--- src/tpfd_pkg.sv ---
// Shared constants and operation codes for the two-priority frame deque.
`default_nettype none
package tpfd_pkg;

    localparam int QUEUE_DEPTH = 16;
    localparam int IDX_W       = $clog2(QUEUE_DEPTH);
    localparam int FRAME_W     = 48;
    localparam int PRIO_BIT    = FRAME_W - 1;

    localparam logic OP_ENQUEUE = 1'b0;
    localparam logic OP_DEQUEUE = 1'b1;

    typedef logic [IDX_W-1:0]   idx_t;
    typedef logic [FRAME_W-1:0] frame_t;

endpackage
`default_nettype wire

--- src/tpfd_req_if.sv ---
// Request channel: operation code and frame, with valid/ready handshake.
`default_nettype none
interface tpfd_req_if;
    import tpfd_pkg::*;

    logic   valid;
    logic   ready;
    logic   op;
    frame_t frame_in;

    modport source (output valid, output op, output frame_in, input ready);
    modport sink   (input valid, input op, input frame_in, output ready);
endinterface
`default_nettype wire

--- src/tpfd_rsp_if.sv ---
// Response channel: status and dequeued frame, with valid/ready handshake.
`default_nettype none
interface tpfd_rsp_if;
    import tpfd_pkg::*;

    logic   valid;
    logic   ready;
    logic   ok;
    frame_t frame_out;

    modport source (output valid, output ok, output frame_out, input ready);
    modport sink   (input valid, input ok, input frame_out, output ready);
endinterface
`default_nettype wire

--- src/two_priority_frame_deque.sv ---
// Two-priority frame deque: circular store of 48-bit frames with head/tail insert.
//
// Usage:
//   req carries one operation per transfer: op selects enqueue of frame_in or
//   dequeue of the head frame. A frame with bit 47 set is inserted at the head,
//   otherwise at the tail. An enqueue into a full deque is refused.
//   rsp returns exactly one result per request: ok, plus the dequeued frame
//   (zero for an enqueue or a refused dequeue).
//   The result is registered and appears on rsp in the cycle after the request transfer.
//   Throughput: one operation per cycle while rsp takes results; the pointer update and
//   the single slot access both fit between the request edge and the result register.
//   The result register is the only buffer: while rsp is stalled with a
//   result pending, req.ready is low; it rises again in the cycle the result
//   is taken, so back-to-back transfers continue through a draining output.
//   Reset (rst_n low, asynchronous) empties the deque and drops any pending
//   result. Frame slots are not cleared; only written slots are ever read.
`default_nettype none
module two_priority_frame_deque (
    input  wire logic  clk,
    input  wire logic  rst_n,
    tpfd_req_if.sink   req,
    tpfd_rsp_if.source rsp
);
    import tpfd_pkg::*;

    frame_t store_mem [QUEUE_DEPTH];

    idx_t   head_reg, head_next;
    idx_t   tail_reg, tail_next;
    logic   empty_reg, empty_next;
    logic   rsp_valid_reg, rsp_valid_next;
    logic   ok_reg, ok_next;
    frame_t frame_out_reg, frame_out_next;

    logic   accept;
    logic   wr_en;
    logic   rd_en;
    idx_t   wr_addr;
    idx_t   head_inc;
    idx_t   head_dec;
    idx_t   tail_inc;
    logic   full;

    assign req.ready     = !rsp_valid_reg || rsp.ready;
    assign accept        = req.valid && req.ready;
    assign rsp.valid     = rsp_valid_reg;
    assign rsp.ok        = ok_reg;
    assign rsp.frame_out = frame_out_reg;

    // Wrap at the deque depth, which need not be a power of two
    assign head_inc = (head_reg == idx_t'(QUEUE_DEPTH - 1)) ? '0 : head_reg + 1'b1;
    assign head_dec = (head_reg == '0) ? idx_t'(QUEUE_DEPTH - 1) : head_reg - 1'b1;
    assign tail_inc = (tail_reg == idx_t'(QUEUE_DEPTH - 1)) ? '0 : tail_reg + 1'b1;
    assign full     = !empty_reg && (tail_inc == head_reg);

    always_comb
    begin
        head_next      = head_reg;
        tail_next      = tail_reg;
        empty_next     = empty_reg;
        wr_en          = 1'b0;
        rd_en          = 1'b0;
        wr_addr        = '0;
        ok_next        = ok_reg;
        frame_out_next = frame_out_reg;
        rsp_valid_next = rsp_valid_reg && !rsp.ready;

        if (accept)
        begin
            rsp_valid_next = 1'b1;
            ok_next        = 1'b0;
            frame_out_next = '0;
            if (req.op == OP_ENQUEUE)
            begin
                if (empty_reg)
                begin
                    // First frame always lands in slot zero
                    head_next  = '0;
                    tail_next  = '0;
                    empty_next = 1'b0;
                    wr_en      = 1'b1;
                    wr_addr    = '0;
                    ok_next    = 1'b1;
                end
                else if (!full)
                begin
                    wr_en   = 1'b1;
                    ok_next = 1'b1;
                    if (req.frame_in[PRIO_BIT])
                    begin
                        head_next = head_dec;
                        wr_addr   = head_dec;
                    end
                    else
                    begin
                        tail_next = tail_inc;
                        wr_addr   = tail_inc;
                    end
                end
            end
            else if (!empty_reg)
            begin
                ok_next = 1'b1;
                rd_en   = 1'b1;
                // Last frame out: keep pointers, mark empty
                if (head_reg == tail_reg)
                    empty_next = 1'b1;
                else
                    head_next = head_inc;
            end
        end
    end

    always_ff @(posedge clk or negedge rst_n)
    begin
        if (!rst_n)
        begin
            head_reg      <= '0;
            tail_reg      <= '0;
            empty_reg     <= 1'b1;
            rsp_valid_reg <= 1'b0;
        end
        else
        begin
            head_reg      <= head_next;
            tail_reg      <= tail_next;
            empty_reg     <= empty_next;
            rsp_valid_reg <= rsp_valid_next;
        end
    end

    // Load the head slot straight into the result register on a dequeue
    always_ff @(posedge clk)
    begin
        ok_reg <= ok_next;
        if (rd_en)
            frame_out_reg <= store_mem[head_reg];
        else
            frame_out_reg <= frame_out_next;
    end

    always_ff @(posedge clk)
    begin
        if (wr_en)
            store_mem[wr_addr] <= req.frame_in;
    end

    // An empty deque always has head and tail on the same slot
    assert property (@(posedge clk) disable iff (!rst_n)
        empty_reg |-> (head_reg == tail_reg))
        else $error("empty deque with head and tail apart");

    // An accepted enqueue never leaves the deque empty
    assert property (@(posedge clk) disable iff (!rst_n)
        (accept && (req.op == OP_ENQUEUE)) |=> !empty_reg)
        else $error("deque empty after enqueue");

    // A dequeue from an empty deque must fail with a zero frame
    assert property (@(posedge clk) disable iff (!rst_n)
        (accept && (req.op == OP_DEQUEUE) && empty_reg)
            |=> (rsp.valid && !rsp.ok && (rsp.frame_out == '0)))
        else $error("dequeue from empty deque reported success");

    // An enqueue into a full deque must fail and leave the pointers alone
    assert property (@(posedge clk) disable iff (!rst_n)
        (accept && (req.op == OP_ENQUEUE) && full)
            |=> (!rsp.ok && $stable(head_reg) && $stable(tail_reg)))
        else $error("enqueue into full deque was taken");

endmodule
`default_nettype wire

--- src/flat_wrapper.sv ---
// flat-port wrapper written by rule: the top's interface ports become plain ports
module two_priority_frame_deque_flat import tpfd_pkg::*;
  (clk, rst_n, req_valid, req_op, req_frame_in, req_ready, rsp_valid, rsp_ok, rsp_frame_out, rsp_ready);
  tpfd_req_if req_i ();
  tpfd_rsp_if rsp_i ();
  input  wire logic clk;
  input  wire logic rst_n;
  input wire logic [$bits(req_i.valid)-1:0] req_valid;
  input wire logic [$bits(req_i.op)-1:0] req_op;
  input wire logic [$bits(req_i.frame_in)-1:0] req_frame_in;
  output wire logic [$bits(req_i.ready)-1:0] req_ready;
  output wire logic [$bits(rsp_i.valid)-1:0] rsp_valid;
  output wire logic [$bits(rsp_i.ok)-1:0] rsp_ok;
  output wire logic [$bits(rsp_i.frame_out)-1:0] rsp_frame_out;
  input wire logic [$bits(rsp_i.ready)-1:0] rsp_ready;
  assign req_i.valid = req_valid;
  assign req_i.op = req_op;
  assign req_i.frame_in = req_frame_in;
  assign req_ready = req_i.ready;
  assign rsp_valid = rsp_i.valid;
  assign rsp_ok = rsp_i.ok;
  assign rsp_frame_out = rsp_i.frame_out;
  assign rsp_i.ready = rsp_ready;
  two_priority_frame_deque u_core (.clk(clk), .rst_n(rst_n), .req(req_i), .rsp(rsp_i));
endmodule
--- config.mk ---
export PLATFORM = sky130hd
export DESIGN_NAME = two_priority_frame_deque_flat
export DESIGN_NICKNAME = d
export VERILOG_FILES = /design/src/tpfd_pkg.sv /design/src/tpfd_req_if.sv /design/src/tpfd_rsp_if.sv /design/src/two_priority_frame_deque.sv /design/src/flat_wrapper.sv
export SDC_FILE = /design/constraint.sdc
export NUM_CORES = 1
export LEC_CHECK = 0
export ABC_AREA = 1
export BUFFER_PORTS_ARGS = -buffer_cell sky130_fd_sc_hd__buf_2
export CAP_MARGIN = 20
export CORE_UTILIZATION = 50
export CTS_BUF_LIST = sky130_fd_sc_hd__clkbuf_2
export CTS_CLUSTER_SIZE = 25
export DETAILED_ROUTE_END_ITERATION = 10
export GPL_TIMING_DRIVEN = 0
export PLACE_DENSITY = 0.76
export SYNTH_ARGS = -nofsm -noshare
export SYNTH_HDL_FRONTEND = slang
export SYNTH_SLANG_ARGS = --single-unit
export TNS_END_PERCENT = 20
--- constraint.sdc ---
create_clock -name clk -period 6 [get_ports clk]
set_clock_uncertainty 0.15 [all_clocks]
set_input_delay 0.6 -clock clk [delete_from_list [all_inputs] [get_ports clk]]
set_output_delay 0.6 -clock clk [all_outputs]
set_load 0.02 [all_outputs]
After elaboration in Yosys (flattened, before gate mapping) --
Memories as Yosys holds them, arrays and structs flattened. Cells that the tools add are included.
Word-level totals: register bits after elaboration 59, bits in writable memories 768, output and inout port bits 51, word-level logic and storage cells 65, memories 1
Memories:
- u_core.store_mem | words 16, width 48, rd ports 1, clocked after memory_dff 0, write ports 1, RTL line two_priority_frame_deque.sv:26 | frame_t store_mem [QUEUE_DEPTH];
Operators by class: $add $sub $neg 3, eq/ne operators 9, multiplexer cells 33, bitwise gates (word level) 1, reductions and logical operators 12
Operators with widths (count):
- 48-bit two-way mux | 2
- 4-bit two-way mux | 17
- 1-bit two-way mux | 14
- 4-bit by 1-bit adder with 4-bit output (second input constant) | 2
- 4-bit equality test | 2
- 4-bit equality test (second input constant) | 2
- 5-bit AND reduction | 1
- 4-bit logical NOT | 1
- 2-bit by 1-bit inequality test with 1-bit output (second input constant) | 2
- 2-bit inequality test (second input constant) | 2
- 4-bit AND reduction | 1
- 4-bit by 1-bit subtractor with 4-bit output (second input constant) | 1
- 1-bit logical AND | 3
- 1-bit logical NOT | 3
- 3-bit by 2-bit inequality test with 1-bit output (second input constant) | 1
- 3-bit nonzero test | 1
- 2-bit nonzero test | 1
- 1-bit logical OR | 1
- 1-bit inverter | 1

Depth between registers and ports, before layout --
Gate-level depths: netlist of the first run.
depth after elaboration 10, gate-level depth with buffers 15

Worst setup path before layout of the first run --
No wires, ideal clock.
path type input to register, start point input port rsp_ready, end point memory u_core.store_mem[12][0] (netlist bit), enable pin, arrival time 4.661 ns, required time 5.396 ns, setup slack 0.735 ns, stages on the path 7, buffers on the path 0, cell sequence inv_1 nand2_1 nand2_1 clkinv_1 nand3_2 a21oi_1 nor2_1
Between the ends: longest elaborated chain between the ends 5, elaborated cells on any way between the ends 6, those cells by class 4 x mux; 2 x reduce/logical
Ends and longest elaborated chain:
- start: declaration | RTL line flat_wrapper.sv:15 | input wire logic [$bits(rsp_i.ready)-1:0] rsp_ready;
- 1-bit logical OR * | RTL line two_priority_frame_deque.sv:44 | assign req.ready = !rsp_valid_reg || rsp.ready;
- via req_ready | RTL line flat_wrapper.sv:11 | output wire logic [$bits(req_i.ready)-1:0] req_ready;
- 1-bit logical AND * | RTL line two_priority_frame_deque.sv:45 | assign accept = req.valid && req.ready;
- via u_core.accept | RTL line two_priority_frame_deque.sv:35 | logic accept;
- 1-bit two-way mux | RTL line two_priority_frame_deque.sv:68 | if (accept)
- 1-bit two-way mux | RTL line two_priority_frame_deque.sv:144 | if (wr_en)
- 1-bit two-way mux (not written as such) | RTL line two_priority_frame_deque.sv:145 | store_mem[wr_addr] <= req.frame_in;
- end: declaration | RTL line two_priority_frame_deque.sv:26
Mark *: on every way through the listed nets, which the timed path passes. The rest lies on a longest branch.

Worst setup path in the final report of the first run --
start point register u_core.head_reg[0], end point memory u_core.store_mem[5][40] (netlist bit), enable pin
Between the ends: longest elaborated chain between the ends 8, elaborated cells on any way between the ends 16, those cells by class 1 x add/sub; 1 x eq/ne; 12 x mux; 2 x reduce/logical
Ends and longest elaborated chain:
- start: declaration | RTL line two_priority_frame_deque.sv:28 | idx_t head_reg, head_next;
- start signal: assignment | RTL line two_priority_frame_deque.sv:125 | head_reg <= head_next;
- parallel branches: the longest is 8 deep, another holds 4-bit by 1-bit subtractor with 4-bit output
Parallel ways; which one is timed is not known.

==> results of run 1 <==
==> path summary, 6_finish.rpt <==
check / end / cells after the start
worst max-delay path: u_core.store_mem[5][40] / 10
worst min-delay path: u_core.head_reg[3] / 5
worst max register to register: u_core.store_mem[5][40] / 10
worst min register to register: u_core.tail_reg[3] / 2
max in group asynchronous: u_core.rsp.valid / 3
min in group asynchronous: u_core.head_reg[2] / 3
==> worst reg2reg max path: stages, from the launching register on <==
cell and delay, ps:
dfrtp_1 500, inv_2 200, buf_4 300, buf_2 370
buf_2 380, ha_1 270, a31oi_1 150, o21ai_0 400
nand3_1 440, nor2_4 970, buf_12 310
==> kinds of logic after synthesis <==
kind of cell	share of synthesized area, %
xor+xnor	0.134
fa+ha+maj	0.115
flops	75.9
buf+inv	3.81
simple gates	10.9
compound gates	9.15
==> synth_stat cells (all sizes together) <==
master    n
dfrtp     9
nand4    41
ha        3
o21a      1
o22ai    20
a21oi   161
nand3   112
clkinv    3
nor2    355
nand2   357
dfstp     1
nor3     11
edfxtp  817
o211ai   39
buf      95
a31oi    39
clkbuf   61
xnor2     3
xor2      2
o21ai   301
inv     108
==> metrics by stage <==
step | hold slack (ps) | std cells
finish | 194 | 3962
global route | 139 | 3961
CTS | 29.0 | 3960
detailed placement | 354 | 3523
global placement | 336 | 3496
floorplan | 154 | 2539
==> layout make-up <==
| class | instances | area, µm² |
|---|---|---|
| fill | 5032 | 26800 |
| sequential | 827 | 24800 |
| multi-input combinational | 1445 | 6750 |
| timing repair buffer | 233 | 2210 |
| clock buffer | 285 | 1430 |
| tap | 855 | 1070 |
| buffer | 156 | 827 |
| inverter | 111 | 418 |
| clock inverter | 48 | 209 |
| antenna | 2 | 5.00 |
==> per-layer routing <==
layer | track usage (%) | routed length, µm | part of all wire, %
met3 | 6.56 | 9380 | 11
met1 | 33.8 | 33300 | 38
met5 | 0 | 27 | 0.031
met2 | 42.7 | 42200 | 48
met4 | 12.8 | 3180 | 3.6
==> repair_timing <==
| action | CTS | global route |
|---|---|---|
| hold buffers | 104 | 0 |
| endpoints found under the hold margin | 856 | 0 |
| setup buffers | 0 | 0 |
==> where the power goes <==
| group | switching, mW | leakage (nW) | internal, mW |
|---|---|---|---|
| clock | 2.14 | 1.27 | 1.26 |
| sequential | 0.0561 | 7.53 | 6.53 |
| combinational | 3.39 | 4.72 | 1.35 |
| total | 5.59 | 13.5 | 9.14 |
==> summary.md, run 1 <==
| Metric | Value |
|---|---|
| Status | complete, no violations |
| Pwr per Cell Area | 391 mW/mm² |
| Commonest non-fill, non-tap cell in the layout | edfxtp_1 |
| Synth area leaders | edfxtp_1 75%, o21ai_0 4.6%, nand2_1 4.1% |
| RSZ-0062 raised after global routing | no |
| Fmax | 0.206 GHz |
| Die X | 258 µm |
| CP endpoint kind | register |
| First-pass GRT wire length | 131000 µm |
| Via density | 5.74 |
| TNS Setup | 0 ps |
| Min-Delay Path Class | in2reg |
| Clock sink count | 827 |
| Min Tclk post-route | 4860 ps |
| Post-Syn Instances | 2539 |
| Slowest stage cell, crit path | nor2_4 |
| LEAKAGE | 13.5 nW |
| Placement row count | 93 |
| Post-Syn Area | 0.0327 mm² |
| I/O Pins | 104 |
| Root Driver | clkbuf_2 |
| Final HPWL DP | 56400 µm |
| Crit share post-route | 81.0% |
| Max reg flops | 768 |
| TritonCTS Buffers | 190 |
| RePlAce Congestion | 0.885 |
| Fin. Hold Viols | 0 |
| Antenna-violating nets left | 0 |
| Largest net degree at the start of global routing | 36 |
| Post-synth cell types | 32 |
| Initial antenna violation count | 4 |
| CP Launch Type | register |
| Worst VDD drop | 217 µV |
| Overall Power | 14.7 mW |
| DR vias | 22741 |
| CP most frequent cell | buf_2 |
| Global Route Usage Sum | 26.5% |
| Layout area overhead | 15.4% |
| Type of the worst setup path | reg2reg |
| Sequential share of the synthesized area | 75.9% |
| Total overflow reported by the global router | 0 |
| Syn Area/Cell | 12.9 µm² |
| Fin util | 58.5% |
| Rel. slew slack | 27.1% |
| Clock buffer depth | 3 |
| Routed WL | 88100 µm |
| Drt pass-1 iters | 8 |
| Synth top area share | 75.1% |
| Area after DPL | 0.0350 mm² |
| Pre-CTS WS | 1370 ps |
| PostCTS Resize Cnt | 0 |
| Worst Path Arrival | 5700 ps |
| H-tree depth reported by CTS | 4 |
| Core area | 0.0645 mm² |
| Hold path start | req_op |
| Initial Utilization | 50.7% |
| Largest stage delay on the critical path | 960 ps |
| Yosys warns | 0 |
| Max Cap Viol | 0 |
| Worst-Margin Slew | 1090 ps |
| Setup crit start | u_core.head_reg[0] |
| Seq cells post-synth | 827 |
| CP bufs+invs | 5 |
| Clk_lat worst skew | 1380 ps |
| Wire per inst | 22.2 µm |
| Cell taking the most area after synthesis | edfxtp_1 |
| Share of cells above drive strength 1 | 17.5% |
| Die area | 0.0663 mm² |
| CP max FO | 25 |
| Syn_nets | 2595 |
| # port buffers | 102 |
| Req. time, crit path | 6840 ps |
| Flop2flop setup slack | 1140 ps |
| Most frequent cells in the layout | 817 x edfxtp_1, 355 x nand2_1, 338 x nor2_1 |
| Reg-to-reg critical path startpoint | u_core.head_reg[0] |
| Final Max Tran Viols | 0 |
| Clock slew at reported path FFs | 90 ps |
| Top delay family on crit path | buffers and inverters |
| Die height | 258 µm |
| # setup viols final | 0 |
| Number of global-route vias before repair | 22692 |
| Critical-path cell list | inv_2 > buf_4 > buf_2 > buf_2 > ha_1 > a31oi_1 > o21ai_0 > nand3_1 > nor2_4 > buf_12 |
| Design Area, Final | 0.0377 mm² |
| CTS tree | done |
| Setup slack after layout | 1140 ps |
| DRC | 0 |
| 1st-iter DRT viols | 2481 |
| Final nets | 3020 |
No activity file was read; power rests on OpenSTA's default activity.
==> run 2, diff against run 1 <==
--- a/config.mk
+++ b/config.mk
@@ -13,7 +13,7 @@
 export CTS_CLUSTER_SIZE = 25
 export DETAILED_ROUTE_END_ITERATION = 10
 export GPL_TIMING_DRIVEN = 0
-export PLACE_DENSITY = 0.76
+export PLACE_DENSITY = 0.79
 export SYNTH_ARGS = -nofsm -noshare
 export SYNTH_HDL_FRONTEND = slang
 export SYNTH_SLANG_ARGS = --single-unit
==> constraint.sdc (replaced) <==
create_clock -name clk -period 4.3 [get_ports clk]
set_clock_uncertainty 0.15 [all_clocks]
set_input_delay 0.43 -clock clk [delete_from_list [all_inputs] [get_ports clk]]
set_output_delay 0.43 -clock clk [all_outputs]
set_load 0.02 [all_outputs]
==> run 2 against run 1 <==
  * The run now ends with negative setup slack left
  * Fmax up 11%
  * Final area is 0.94% higher
  * Sequential power increased by 40%
  * Combinational power increased by 42%
  * Critical path depth increased by 1
  * First-iteration DRC count up 24%
  * Via count grew 2.3%
  * Clock power grew 44%
  * Critical path type unchanged
  * Largest cell class unchanged
  * Largest power group unchanged
==> summary.md, run 2 (synthesis results as in run 1) <==
| Metric | Value |
|---|---|
| Status | finished with violations |
| Failing checks | negative setup slack |
| Placed cell count | 3523 (unchanged) |
| H-tree depth reported by CTS | 4 (unchanged) |
| Flop2flop setup slack | -80 ps (-1220 ps) |
| Min Hold Slack | 456 ps (+262 ps) |
| Final Non-Filler Cells | 3990 (+0.71%) |
| Rel. slew slack | 34.4% (+7.3 points) |
| Final HPWL DP | 56800 µm (+0.72%) |
| I/O Pins | 104 (unchanged) |
| Fill cells | 4950 (-1.6%) |
| CP max FO | 19 (-24%) |
| Core area | 0.0645 mm² (unchanged) |
| Worst Path Arrival | 5290 ps (-410 ps) |
| CTS tree | done |
| Most frequent cells in the layout | 817 x edfxtp_1, 355 x nand2_1, 338 x nor2_1 |
| Total overflow reported by the global router | 0 (unchanged) |
| Placement row count | 93 (unchanged) |
| First-pass GRT wire length | 134000 µm (+2.1%) |
| Max reg flops | 768 (unchanged) |
| Die X | 258 µm (unchanged) |
| Clk_lat worst skew | 1430 ps (+50 ps) |
| Clock buffer depth | 3 (unchanged) |
| Crit share post-route | 102% (+21 points) |
| DRC | 0 (unchanged) |
| Largest net degree at the start of global routing | 36 (unchanged) |
| DR vias | 23269 (+2.3%) |
| Clock slew at reported path FFs | 110 ps (+20 ps) |
| Pwr per Cell Area | 547 mW/mm² (+40%) |
| Initial Utilization | 50.7% (unchanged) |
| Via density | 5.83 (+1.6%) |
| Root Driver | clkbuf_2 |
| TritonCTS Buffers | 190 (unchanged) |
| Drt pass-1 iters | 6 (-2) |
| RePlAce Congestion | 0.887 (+0.23%) |
| Initial antenna violation count | 3 (-1) |
| Share of cells above drive strength 1 | 17.5% (about the same) |
| Register area | 0.0248 mm² (unchanged) |
| Area of the multi-input gates | 0.00682 mm² (+0.94%) |
| Overall Power | 20.8 mW (+41%) |
| Min Tclk post-route | 4380 ps (-481 ps) |
| RSZ-0062 raised after global routing | yes |
| Setup slack after layout | -80.6 ps (-1220 ps) |
| Number of global-route vias before repair | 23201 (+2.2%) |
| Layout area overhead | 16.5% |
| Design Area, Final | 0.0381 mm² (+0.94%) |
| Type of the worst setup path | reg2reg |
| Final Max Tran Viols | 0 (unchanged) |
| Max Cap Viol | 0 (unchanged) |
| Final nets | 3041 (+0.70%) |
| Wire per inst | 22.8 µm (+2.3%) |
| CP Launch Type | register |
| Fin. Hold Viols | 0 (unchanged) |
| CP endpoint kind | register |
| Global Route Usage Sum | 27.0% (+0.47 points) |
| Min-Delay Path Class | reg2reg |
| Commonest non-fill, non-tap cell in the layout | edfxtp_1 |
| Req. time, crit path | 5210 ps (-1630 ps) |
| Antenna-violating nets left | 0 (unchanged) |
| TNS Setup | -4790 ps (-4790 ps) |
| # setup viols final | 114 (+114) |
| Die height | 258 µm (unchanged) |
| Worst VDD drop | 325 µV (+49%) |
| LEAKAGE | 13.6 nW (+0.71%) |
| Clock sink count | 827 (unchanged) |
| # port buffers | 102 (unchanged) |
| Fmax | 0.228 GHz (+11%) |
| Die area | 0.0663 mm² (unchanged) |
| Worst-Margin Slew | 984 ps (-107 ps) |
| Area after DPL | 0.0350 mm² (unchanged) |
| Routed WL | 90800 µm (+3.0%) |
| 1st-iter DRT viols | 3067 (+24%) |
==> run 2: critical path, cell delays in order (launching register included) <==
cell and delay (ps):
dfrtp_1 370, buf_2 180, clkinv_1 310, clkbuf_2 310, buf_2 260, ha_1 370, a21oi_1 150, nand3_1 90
nor2_1 220, nand3_1 590, nor2_4 760, buf_16 250
==> run 2: through the flow <==
stage | worst slack (ps) | utilization, %
5_1_grt | -137 | 59.0
6_report | -80.6 | 59.0
3_5_place_dp | -269 | 54.3
4_1_cts | -1.80 | 58.8
2_1_floorplan | -790 | -
3_3_place_gp | -4040 | 53.2
==> run 2: final timing paths <==
check / startpoint / end / cells past startpoint
setup / recovery: u_core.head_reg[1] / u_core.store_mem[11][15] / 11
hold / removal: u_core.tail_reg[3] / u_core.tail_reg[3] / 2
setup reg to reg: u_core.head_reg[1] / u_core.store_mem[11][15] / 11
hold reg to reg: u_core.tail_reg[3] / u_core.tail_reg[3] / 2
max in group asynchronous: rst_n / u_core.tail_reg[1] / 4
min in group asynchronous: rst_n / u_core.rsp.valid / 4
==> run 2: layout make-up <==
type	count	area share (%)
flip-flops and latches	827	65.1
multi-input cells	1449	17.9
repair buffers	250	6.33
clock buffers	258	3.39
well taps	855	2.81
plain buffers	156	2.20
clock inverters	79	1.11
inverters	111	1.10
diodes	5	0.0329
==> run 2: repair_timing <==
action / 4_1_cts / 5_1_grt
hold buffers: 112 / 0
endpoints found under the setup margin: 162 / 419
hold endpoints to repair: 1432 / 0
buffers inserted: 3 / 6
pin swaps: 3 / 6
resized for setup: 5 / 6
cloned: 2 / 2
==> run 2: per-layer routing <==
layer  up-vias  global-route usage (%)  share of wire, %
li1      10197                       -                 -
met1     11113                    33.4                36
met2      1714                    44.4                49
met3       243                    7.08                12
met4         2                    12.6               3.7
met5         -                       0            0.0077
==> run 2: report_power, final <==
part / switching [mW] / internal, mW / total (mW)
clock network: 3.07 / 1.83 / 4.90
registers: 0.0805 / 9.12 / 9.20
logic: 4.82 / 1.90 / 6.71
total: 7.96 / 12.8 / 20.8
